[config.mk]
export PLATFORM = sky130hd
export DESIGN_NAME = bca_bitmap_ram
export DESIGN_NICKNAME = d
export VERILOG_FILES = /design/src/rtl/core/bca_pkg.sv /design/src/rtl/core/bca_bitmap_ram.sv
export SDC_FILE = /design/constraint.sdc
export NUM_CORES = 2
export LEC_CHECK = 0
export ABC_CLOCK_PERIOD_IN_PS = 7440
export BUFFER_PORTS_ARGS = -buffer_cell sky130_fd_sc_hd__buf_4
export CAP_MARGIN = 5
export CORE_ASPECT_RATIO = 0.6
export CORE_MARGIN = 5
export CORE_UTILIZATION = 40
export DETAILED_ROUTE_END_ITERATION = 7
export GPL_TIMING_DRIVEN = 0
export SYNTH_ARGS = -nofsm -noshare
export SYNTH_HDL_FRONTEND = slang
export SYNTH_SLANG_ARGS = --single-unit
[constraint.sdc]
create_clock -name clk -period 7.44 [get_ports clk]
set_input_delay 0.744 -clock clk [delete_from_list [all_inputs] [get_ports clk]]
set_output_delay 0.744 -clock clk [all_outputs]
set_load 0.05 [all_outputs]
[src/rtl/core/bca_pkg.sv]
// ----------------------------------------------------------------------------
// bca_pkg
// Shared types and constants of the bitmap chunk allocator: field widths,
// command and status codes, register indexes and default geometry.
// ----------------------------------------------------------------------------
package bca_pkg;

  localparam int ADDR_W          = 32;
  localparam int REG_IDX_W       = 1;

  localparam int WORD_BITS_DEF   = 64;
  localparam int WORD_COUNT_DEF  = 64;
  localparam int CHUNK_SHIFT_DEF = 12;

  localparam logic CMD_ALLOC = 1'b0;
  localparam logic CMD_FREE  = 1'b1;

  localparam logic [REG_IDX_W-1:0] REG_HEAP_BASE   = 1'b0;
  localparam logic [REG_IDX_W-1:0] REG_BREAK_LIMIT = 1'b1;

  typedef enum logic [1:0] {
    ST_OK           = 2'd0,
    ST_NO_FREE      = 2'd1,
    ST_GROW_REFUSED = 2'd2,
    ST_BAD_FREE     = 2'd3
  } status_t;

endpackage

[src/rtl/core/bca_bitmap_ram.sv]
// ----------------------------------------------------------------------------
// bca_bitmap_ram
// Bitmap word store: one write port and one read port with registered data.
// ----------------------------------------------------------------------------
module bca_bitmap_ram #(
  parameter int W     = bca_pkg::WORD_BITS_DEF,
  parameter int DEPTH = bca_pkg::WORD_COUNT_DEF,
  parameter int AW    = 6
) (
  input  logic          clk,
  input  logic          we,
  input  logic [AW-1:0] waddr,
  input  logic [W-1:0]  wdata,
  input  logic [AW-1:0] raddr,
  output logic [W-1:0]  rdata
);

  logic [W-1:0] mem [DEPTH];

  always_ff @(posedge clk) begin
    if (we) begin
      mem[waddr] <= wdata;
    end
  end

  always_ff @(posedge clk) begin
    rdata <= mem[raddr];
  end

endmodule

==> results_dict.tcl <==
set metrics [dict create \
    status "complete, but fails checks" \
    failed_checks "max-capacitance violations, max-slew violations" \
    synth_area_sq_um 156000 \
    grt_pass1_vias 74900 \
    fill_cells 31400 \
    cp.depth 6 \
    cp_max_fo 10 \
    synthSimpleGateAreaFrac_pct 1.24 \
    avgSynthCellArea_sq_um 23.7 \
    power_density_nw_per_um2 271 \
    clockBufferDepth 4 \
    die-area_sq_um 404000 \
    post-cts-setup-buffers 0 \
    antenna_found_initial 56 \
    r2r.worst_path.cells 5 \
    cap_violations 1 \
    gr-usage-all-layers_pct 22.3 \
    cts_resized 0 \
    drive_above_1_share_pct 29.5 \
    row_count 177 \
    cts_root_buf "clkbuf_16" \
    dp_slack_ns 1.94 \
    cts.sinks 4160 \
    startpoint "raddr[4]" \
    synth_compound_area_share_pct 2.48 \
    core_sq_um 388000 \
    post-route-min-period_ns 4.73 \
    crit_top_cell "clkbuf_1" \
    tightest_slew_ns 1.53 \
    synth-xor-area-share_pct 0 \
    fin_nets 7411 \
    cp-end-kind "flip-flop" \
    dpl_cell_area_sq_um 168000 \
    cp_slowest_cell "a211oi_1" \
    gp_congestion 0.868 \
    drt-total-wl_microns 459000 \
    routedWlPerCell_microns 35.6 \
    dp_cells 12100 \
    cts_hold_buf 0 \
    max-slew-margin-rel_pct -2.03 \
    ys_seq_area_share_pct 79.5 \
    grt_max_degree 65 \
    htreeDepth 5 \
    ys.flop_type "edfxtp_1" \
    vdd_drop_max_uv 231 \
    syn-num-nets 6676 \
    globalRouteOverflowTotal 0 \
    setup_slack_ns 2.71 \
    setup-violations-final 0 \
    cp.arrival_ns 5.45 \
    layout.cells.non_filler 12900 \
    max_stage_delay_ns 1.09 \
    initial_core_util_pct 40.2 \
    chipHeight_microns 494 \
    crit_chain "clkbuf_1, nand2_1, clkbuf_1, o22ai_1, a31oi_1, a211oi_1" \
    num_io_pins 142 \
    cts_tree "built" \
    synth_most_common_cell "edfxtp_1" \
    worstSetupEndpoint "rdata[55]" \
    grt_pass1_wl_microns 624000 \
    synth_enable_flop_cells 4096 \
    final_hold_viol_count 0 \
    vias 78400 \
    power_leakage_uw 0.0562 \
    async_flop_share_pct 0 \
    r2r_end "rdata[59]" \
    numCtsBuffers 383 \
    path_class "input port to flip-flop" \
    dp_hpwl_microns 313000 \
    synth_mux_area_share_pct 15.6 \
    ys_types 33 \
    synth_top_family_by_area "multiplexers" \
    synthTopCellsByCount "4096 x edfxtp_1, 1024 x mux4_2, 170 x buf_2" \
    grt_setup_unrepaired "no" \
    timing.rr.start "mem[50][59]" \
    period_share_pct 63.6 \
    synthTopCellsByArea "edfxtp_1 79%, mux4_2 15%, mux2i_1 0.86%" \
    cp.required_ns 8.16 \
    cp_top_family "compound AO/OA/AOI/OAI gates" \
    drc_errors 0 \
    min_path_type "input port to flip-flop" \
    synth_top_cell_by_area "edfxtp_1" \
    clock_latency_ns 0.96 \
    final_cell_area_sq_um 181000 \
    drt_first_pass_iters 5 \
    die_x_microns 817 \
    r2r_slack_ns 4.12 \
    cp-start-kind "input port" \
    cts.clk_slew.worst_paths_ns 0.07 \
    antenna_left 0 \
    synthCells 6598 \
    vias_per_cell 6.07 \
    yosysTopAreaCellShare_pct 78.7 \
    synth_seq_cells 4160 \
    max_freq_ghz 0.211 \
    yosys_warnings 0 \
    path_buf_inv 2 \
    io_buffers 133 \
    synth_fa_ha_area_share_pct 0 \
    slew_viol_final 7 \
    skew_ns 0.0522 \
    area_growth_pct 16.0 \
    drtIter0Drc 13500 \
]
-- routing by layer --
| metal | up-vias | global-route usage [%] | routed length [microns] |
|---|---|---|---|
| li1 | 30100 | - | - |
| met1 | 42300 | 34.7 | 193000 |
| met4 | 14 | 5.24 | 11400 |
| met5 | - | 0 | 99 |
| met3 | 599 | 8.74 | 71300 |
| met2 | 5441 | 29.1 | 183000 |
-- placed cells by master (no fill, tap or decap), drive strengths merged, types with 83 or more instances in the layout --
master / n
buf: 580
a22o: 88
edfxtp: 4096
mux4: 1024
clkbuf: 580
mux2i: 135
clkinv: 179
o22ai: 83
a22oi: 168
nor2: 112
-- power breakdown --
| part | switching [uW] | internal, uW |
|---|---|---|
| Sequential | 48.6 | 25900 |
| Clock | 8820 | 11300 |
| Combinational | 2070 | 890 |
| Total | 10900 | 38100 |
-- worst reg2reg max path, cell delays in order, from the launching register on --
cell,delay (ns)
edfxtp_1,0.36
mux4_2,0.48
mux2i_1,0.30
o22ai_1,0.31
a41oi_1,1.07
a211oi_1,0.50
-- cells by family after synthesis --
kind of cell / count (synthesis)
AND/OR/NAND/NOR: 386
multiplexers: 1159
buffers and inverters: 389
flip-flops: 4160
AO/OA/AOI/OAI: 504
-- state kept, by name, indices dropped and copies added (netlist names) --
signal / count
rdata: 64
mem: 4096
-- worst min-delay path by stage --
stage	startpoint	to	slack [ns]	cells past startpoint
2_1_floorplan	mem[30][61]	rdata[61]	0.79	4
6_report	wdata[49]	mem[30][49]	0.35	1
3_3_place_gp	mem[56][46]	rdata[46]	0.99	4
4_1_cts	wdata[61]	mem[1][61]	0.29	1
5_1_grt	wdata[61]	mem[1][61]	0.34	1
3_5_place_dp	mem[44][30]	rdata[30]	0.99	4
-- final cells by class --
class                   instances  area, sq um  area share (%)
diodes                         81          203           0.112
plain buffers                 370         1780           0.982
clock buffers                 440         9960            5.49
clock inverters               249         2630            1.45
inverters                      19         71.3          0.0393
multi-input cells            2049        30800            17.0
flip-flops and latches       4160       124000            68.5
well taps                    5191         6490            3.58
repair buffers                350         5150            2.84
-- metrics by stage --
step	setup TNS (ns)	power (uW)	hold slack (ns)	util, %
2_1_floorplan	0	27900	0.788	-
3_3_place_gp	-4364.98	29300	0.988	42.2
3_5_place_dp	0	29400	0.986	43.4
4_1_cts	0	49300	0.288	46.6
5_1_grt	0	50400	0.342	46.6
6_report	0	49100	0.348	46.7
(Power assumes the default switching activity.)
