### src/rtl/core/bca_pkg.sv
// ----------------------------------------------------------------------------
// bca_pkg
// Shared types and constants of the bitmap chunk allocator: field widths,
// command and status codes, register indexes and default geometry.
// ----------------------------------------------------------------------------
package bca_pkg;

  localparam int ADDR_W          = 32;
  localparam int REG_IDX_W       = 1;

  localparam int WORD_BITS_DEF   = 64;
  localparam int WORD_COUNT_DEF  = 64;
  localparam int CHUNK_SHIFT_DEF = 12;

  localparam logic CMD_ALLOC = 1'b0;
  localparam logic CMD_FREE  = 1'b1;

  localparam logic [REG_IDX_W-1:0] REG_HEAP_BASE   = 1'b0;
  localparam logic [REG_IDX_W-1:0] REG_BREAK_LIMIT = 1'b1;

  typedef enum logic [1:0] {
    ST_OK           = 2'd0,
    ST_NO_FREE      = 2'd1,
    ST_GROW_REFUSED = 2'd2,
    ST_BAD_FREE     = 2'd3
  } status_t;

endpackage

### src/rtl/core/bca_bit_find.sv
// ----------------------------------------------------------------------------
// bca_bit_find
// Index of the lowest set bit of a word. The sequencer feeds it the inverted
// word to find a free chunk and the bit-reversed word to find the top chunk.
// ----------------------------------------------------------------------------
module bca_bit_find #(
  parameter int W  = bca_pkg::WORD_BITS_DEF,
  parameter int IW = $clog2(W)
) (
  input  logic [W-1:0]  vec,
  output logic          found,
  output logic [IW-1:0] idx
);

  logic [W-1:0] iso;

  // Two's complement isolates the lowest set bit as a one-hot word.
  assign iso   = vec & (~vec + W'(1));
  assign found = |vec;

  always_comb begin
    idx = '0;
    for (int i = 0; i < W; i++) begin
      if (iso[i]) begin
        idx = idx | IW'(i);
      end
    end
  end

endmodule

### config.mk
export PLATFORM = sky130hd
export DESIGN_NAME = bca_bit_find
export DESIGN_NICKNAME = d
export VERILOG_FILES = /design/src/rtl/core/bca_pkg.sv /design/src/rtl/core/bca_bit_find.sv
export SDC_FILE = /design/constraint.sdc
export NUM_CORES = 1
export LEC_CHECK = 0
export ABC_AREA = 1
export BUFFER_PORTS_ARGS = -buffer_cell sky130_fd_sc_hd__buf_2
export CORE_UTILIZATION = 50
export DETAILED_ROUTE_END_ITERATION = 12
export PLACE_DENSITY_LB_ADDON = 0.12
export SYNTH_ARGS = -nofsm -noshare
export SYNTH_HDL_FRONTEND = slang
export SYNTH_SLANG_ARGS = --single-unit
export TNS_END_PERCENT = 20
### constraint.sdc
create_clock -name vclk -period 1.64
set_input_delay 0.328 -clock vclk [all_inputs]
set_output_delay 0.328 -clock vclk [all_outputs]
set_load 0.005 [all_outputs]
==> results of run 1 <==
## what timing repair did
action,CTS
gates cloned,0
pin swaps,21
buffers inserted,6
setup endpoints to repair,7
resized for setup,58
## through the flow
step / TNS, ns / hold slack (ns) / std cells
CTS: -2.79 / 1.05 / 775
detailed placement: -3.72 / 1.05 / 769
global placement: -3.48 / 1.05 / 769
floorplan: -0.260 / 0.835 / 537
## logic make-up after synthesis
family	synth area share, %
AND/OR/NAND/NOR	86.3
AO/OA/AOI/OAI	1.82
buffers and inverters	11.9
## layer usage
layer | track usage [%] | overflow
met3 | 51.5 | 1
met4 | 85.8 | 27
met5 | 8.89 | 0
met2 | 95.1 | 31
met1 | 73.3 | 0
==> results.cfg, run 1 <==
[status]
outcome = did not finish
failed_stage = global routing
error = [ERROR GRT-0232] Routing congestion too high. Check the congestion heatmap in the GUI.

[logic_synthesis]
synth_top_area_share_pct = 26.6
yosys-top-cells-count = nor2_1, nand2_1, inv_1, nand3_1, nor2_2
syn_avg_cell_area_um2 = 4.36
syn_area_um2 = 2340
yosys.area.top_type = nor2_1
netlist_top_cells_area = nor2_1, nand2_1, nand3_1
synth.most_common_cell = nor2_1
ys_seq_area_share_pct = 0
syn_nets = 601
synth_cell_types = 22
ys_warn_count = 0
netlist_instances = 537

[grt]
overflow = 59
grt_usage_pct = 74.9
grt_max_degree = 8

[placed_design]
dp_hpwl_um = 9020
io_buffers = 71
globalplace.congestion = 1.10
post-place-ws_ns = -0.583
place_area_um2 = 3660

[floorplan]
initial_core_util_pct = 53.0
ioPinCount = 71
die_x_um = 70.4
fp-row-count = 24
fp.dieH_um = 70.4

[sta]
worst-ep-kind = primary output
worstEndpointGrtRepair = idx[5]

[clocking]
hold_buffers = 0
==> run 2: changes to the inputs <==
- CORE_UTILIZATION: 50 -> 35
- PLACE_DENSITY_LB_ADDON: 0.12 -> 0.15
- clock period: 1.64 -> 2.1 ns (I/O delays scaled with it)
==> results.cfg, run 2 <==
[finish]
final.fill_count = 682
area_growth_pct = 70.3
nClkBuffers = 0
final_cell_area_um2 = 3990
seq_cell_count = 0
mostFrequentLayoutCell = nand2_1
final_net_count = 780
drive_gt1_share_pct = 39.8
mostFrequentLayoutCells = nand2_1, nor2_1, buf_4
seq_area_um2 = 0
insertedDiodeCount = 0
multi_input_area_um2 = 2410
final_cells = 791

[floorplan]
ioPinCount = 71
fp.dieH_um = 83.8
die_x_um = 83.8
coreArea_um2 = 6390
fp-row-count = 29
initial_core_util_pct = 36.6
dieArea_um2 = 7020

[logic_synthesis]
syn_avg_cell_area_um2 = 4.36
synth.most_common_cell = nor2_1
netlist_instances = 537
ys_seq_area_share_pct = 0
syn_area_um2 = 2340
ys_warn_count = 0
yosys-top-cells-count = nor2_1, nand2_1, inv_1, nand3_1, nor2_2
synth_cell_types = 22
netlist_top_cells_area = nor2_1, nand2_1, nand3_1
syn_nets = 601
yosys.area.top_type = nor2_1
synth_top_area_share_pct = 26.6

[routing]
ant_nets = 0
drt_iter0_drc = 165
wirelength_um = 11400
vias_per_cell = 5.08
post_drt_wl_per_cell_um = 14.5
num_vias = 4020
drt_first_pass_iters = 5
drc = 0

[grt]
antenna_found_initial = 0
grt_usage_pct = 32.2
grt_pass1_vias = 3921
grt_pass1_wl_um = 18200
overflow = 0
grt_max_degree = 7

[status]
outcome = finished, violations left
violations = negative setup slack

[pwr]
vdd_drop_max_v = 0.0000735
p_leak_uw = 0.00219
powerDensity_nw_per_um2 = 98.7

[sta]
post-route-min-period_ns = 2.35
relSlewSlack_pct = 81.1
fin_setup_tns_ns = -1.40
hold_violations = 0
drv_slew = 0
fin_crit_sh_pct = 112
setup_ws_ns = -0.248
holdWs_ns = 1.24
tightest_slew_ns = 0.283
setup_viol = 7
max_freq_ghz = 0.426
rsz0062_at_grt = yes

[placed_design]
dpl.cell_count = 787
io_buffers = 71
post-place-ws_ns = -0.457
globalplace.congestion = 0.975
dp_hpwl_um = 9740
place_area_um2 = 3570

[setup_path]
crit_path_end_kind = primary output
crit_required_ns = 1.68
critPathKind = input port to primary output
arrival_ns = 1.93
critPathLaunchType = input port
worstPathMaxFanout = 3

[clocking]
hold_buffers = 0

[min_path]
hold_class = input port to primary output

[job]
drv_cap = 0
run 2: cell counts after synthesis:
No cell type changed its count.
run 2: worst paths after layout:
check,from,end,slack (ns),cells after the start
min,vec[62],found,1.24,5
max,vec[15],idx[2],-0.25,14
run 2: layout make-up:
type	count	area share, %
Timing Repair Buffer	176	30.2
Inverter	74	6.97
Multi-Input combinational cell	464	60.4
Tap cell	77	2.42
run 2: report_power, final:
part | total, uW | switching, uW | internal [uW]
sequential | 0 | 0 | 0
clock | 0 | 0 | 0
combinational | 393 | 208 | 186
run 2: timing repair:
action,4_1_cts,5_1_grt
cloned,1,0
resized for setup,57,53
pin swaps,17,18
setup endpoints to repair,7,7
buffers inserted,3,0
run 2: stage by stage:
stage                     util, %  power, uW
final                        62.4        394
after global routing         62.4        428
after CTS                    59.8        365
after detailed placement     55.9        343
after global placement       55.9        341
after floorplan                 -        109
run 2: cells by family (layout without fill, tap and decap cells):
| logic type | Yosys count | in the layout | synth area share [%] |
|---|---|---|---|
| compound gates | 6 | 6 | 1.82 |
| simple gates | 457 | 458 | 86.3 |
| buf+inv | 74 | 250 | 11.9 |
run 2: critical path: stages:
cell and delay [ns]:
buf_2 0.12, nor2_2 0.15, nand2_2 0.09, nor2_2 0.14, buf_4 0.14, nand3_1 0.07
nor2_1 0.23, nand2_1 0.09, nand2_1 0.11, nor2_1 0.05, nand2_1 0.05, nor2_1 0.04
nand3_1 0.10, buf_2 0.12
run 2: metal layers:
metal	global-route usage, %	vias to the layer above	routed length (um)
li1	-	2023	-
met1	37.0	1779	4530
met2	57.9	172	5580
met3	3.76	46	673
met4	17.4	0	660
met5	0	-	0
(Power assumes the default switching activity.)
==> run 3: changes to the inputs <==
- CORE_MARGIN: not set -> 4
==> results.cfg, run 3 (synthesized netlist as in run 2, its figures left out) <==
[clocking]
hold_buffers = 0

[finish]
seq_area_um2 = 0
mostFrequentLayoutCell = nand2_1
nClkBuffers = 0
final_net_count = 787
seq_cell_count = 0
insertedDiodeCount = 0
final_cell_area_um2 = 4130
area_growth_pct = 76.4
mostFrequentLayoutCells = nand2_1, nor2_1, buf_4
drive_gt1_share_pct = 39.9
final_cells = 798

[status]
violations = negative setup slack
outcome = finished, violations left

[sta]
setup_ws_ns = -0.239
setup_viol = 7
drv_slew = 0
tightest_slew_ns = 0.318
relSlewSlack_pct = 78.6
hold_violations = 0
rsz0062_at_grt = yes
max_freq_ghz = 0.427
fin_crit_sh_pct = 111
post-route-min-period_ns = 2.34
fin_setup_tns_ns = -1.49

[placed_design]
io_buffers = 71
dpl.cell_count = 790
dp_hpwl_um = 10000
globalplace.congestion = 0.972
place_area_um2 = 3580

[min_path]
whs_path_depth = 5
whs_endpoint = found
hold_class = input port to primary output
hp-start = vec[62]

[setup_path]
critPathLaunchType = input port
crit_path_end_kind = primary output
arrival_ns = 1.92
critPathKind = input port to primary output
path_delay_family = simple AND/OR/NAND/NOR gates
cp_num_buf_inv = 5
crit_start = vec[7]
crit_required_ns = 1.68
critPathMaxStageDelay_ns = 0.16
slowest_stage = nor2_4
crit_chain = buf_2, nor2_1, nand2_2, nor2_4, buf_12, nand2_4, nor2_4, buf_12, buf_6, o211ai_1, nand2_1, nor2_1, nand2_1, buf_2
worstPathMaxFanout = 8

[floorplan]
dieArea_um2 = 8060
ioPinCount = 71
die_x_um = 89.8
fp-row-count = 29
initial_core_util_pct = 36.4
coreArea_um2 = 6420
fp.dieH_um = 89.8

[routing]
post_drt_wl_per_cell_um = 14.7
drc = 0
num_vias = 3999
wirelength_um = 11700
vias_per_cell = 5.01
drt_first_pass_iters = 5
ant_nets = 0
drt_iter0_drc = 265

[pwr]
p_leak_uw = 0.00223
powerDensity_nw_per_um2 = 96.5
power.total_uw = 398
vdd_drop_max_v = 0.0000799

[grt]
grt_max_degree = 9
antenna_found_initial = 0
grt_pass1_wl_um = 18500
grt_usage_pct = 27.4
grt_pass1_vias = 3984
overflow = 0

[job]
drv_cap = 0
run 3: cell type report:
| class | count | area, um2 |
|---|---|---|
| inverters | 74 | 278 |
| well taps | 77 | 96.3 |
| repair buffers | 184 | 1310 |
| fillers | 679 | 2300 |
| multi-input cells | 463 | 2440 |
run 3: worst max-delay path by stage:
stage	to	slack, ns	cells after the start
finish	idx[0]	-0.24	14
detailed placement	idx[1]	-0.48	14
global placement	idx[1]	-0.51	14
floorplan	idx[0]	0.18	10
global route	idx[2]	-0.35	15
CTS	idx[1]	-0.23	16
run 3: metrics by stage:
step                hold WS, ns  setup slack [ns]  utilization (%)
CTS                        1.24            -0.228             61.1
finish                     1.24            -0.239             64.3
detailed placement         1.24            -0.484             55.7
global route               1.27            -0.350             64.3
global placement           1.23            -0.509             55.7
floorplan                  1.02             0.182                -
run 3: timing repair:
action	CTS	global route
setup buffers	6	2
endpoints found under the setup margin	7	7
pin swaps	23	24
resized for setup	70	49
run 3: per-layer routing:
| metal | GRT usage [%] | up-vias | share of wire (%) |
|---|---|---|---|
| met5 | 0 | - | 0 |
| met1 | 32.0 | 1748 | 40 |
| met3 | 2.17 | 40 | 5.0 |
| li1 | - | 2043 | - |
| met4 | 9.83 | 0 | 3.8 |
| met2 | 51.9 | 168 | 51 |
run 3: where the power goes:
| group | internal (uW) | switching (uW) |
|---|---|---|
| logic | 189 | 209 |
| clock network | 0 | 0 |
| registers | 0 | 0 |
| total | 189 | 209 |
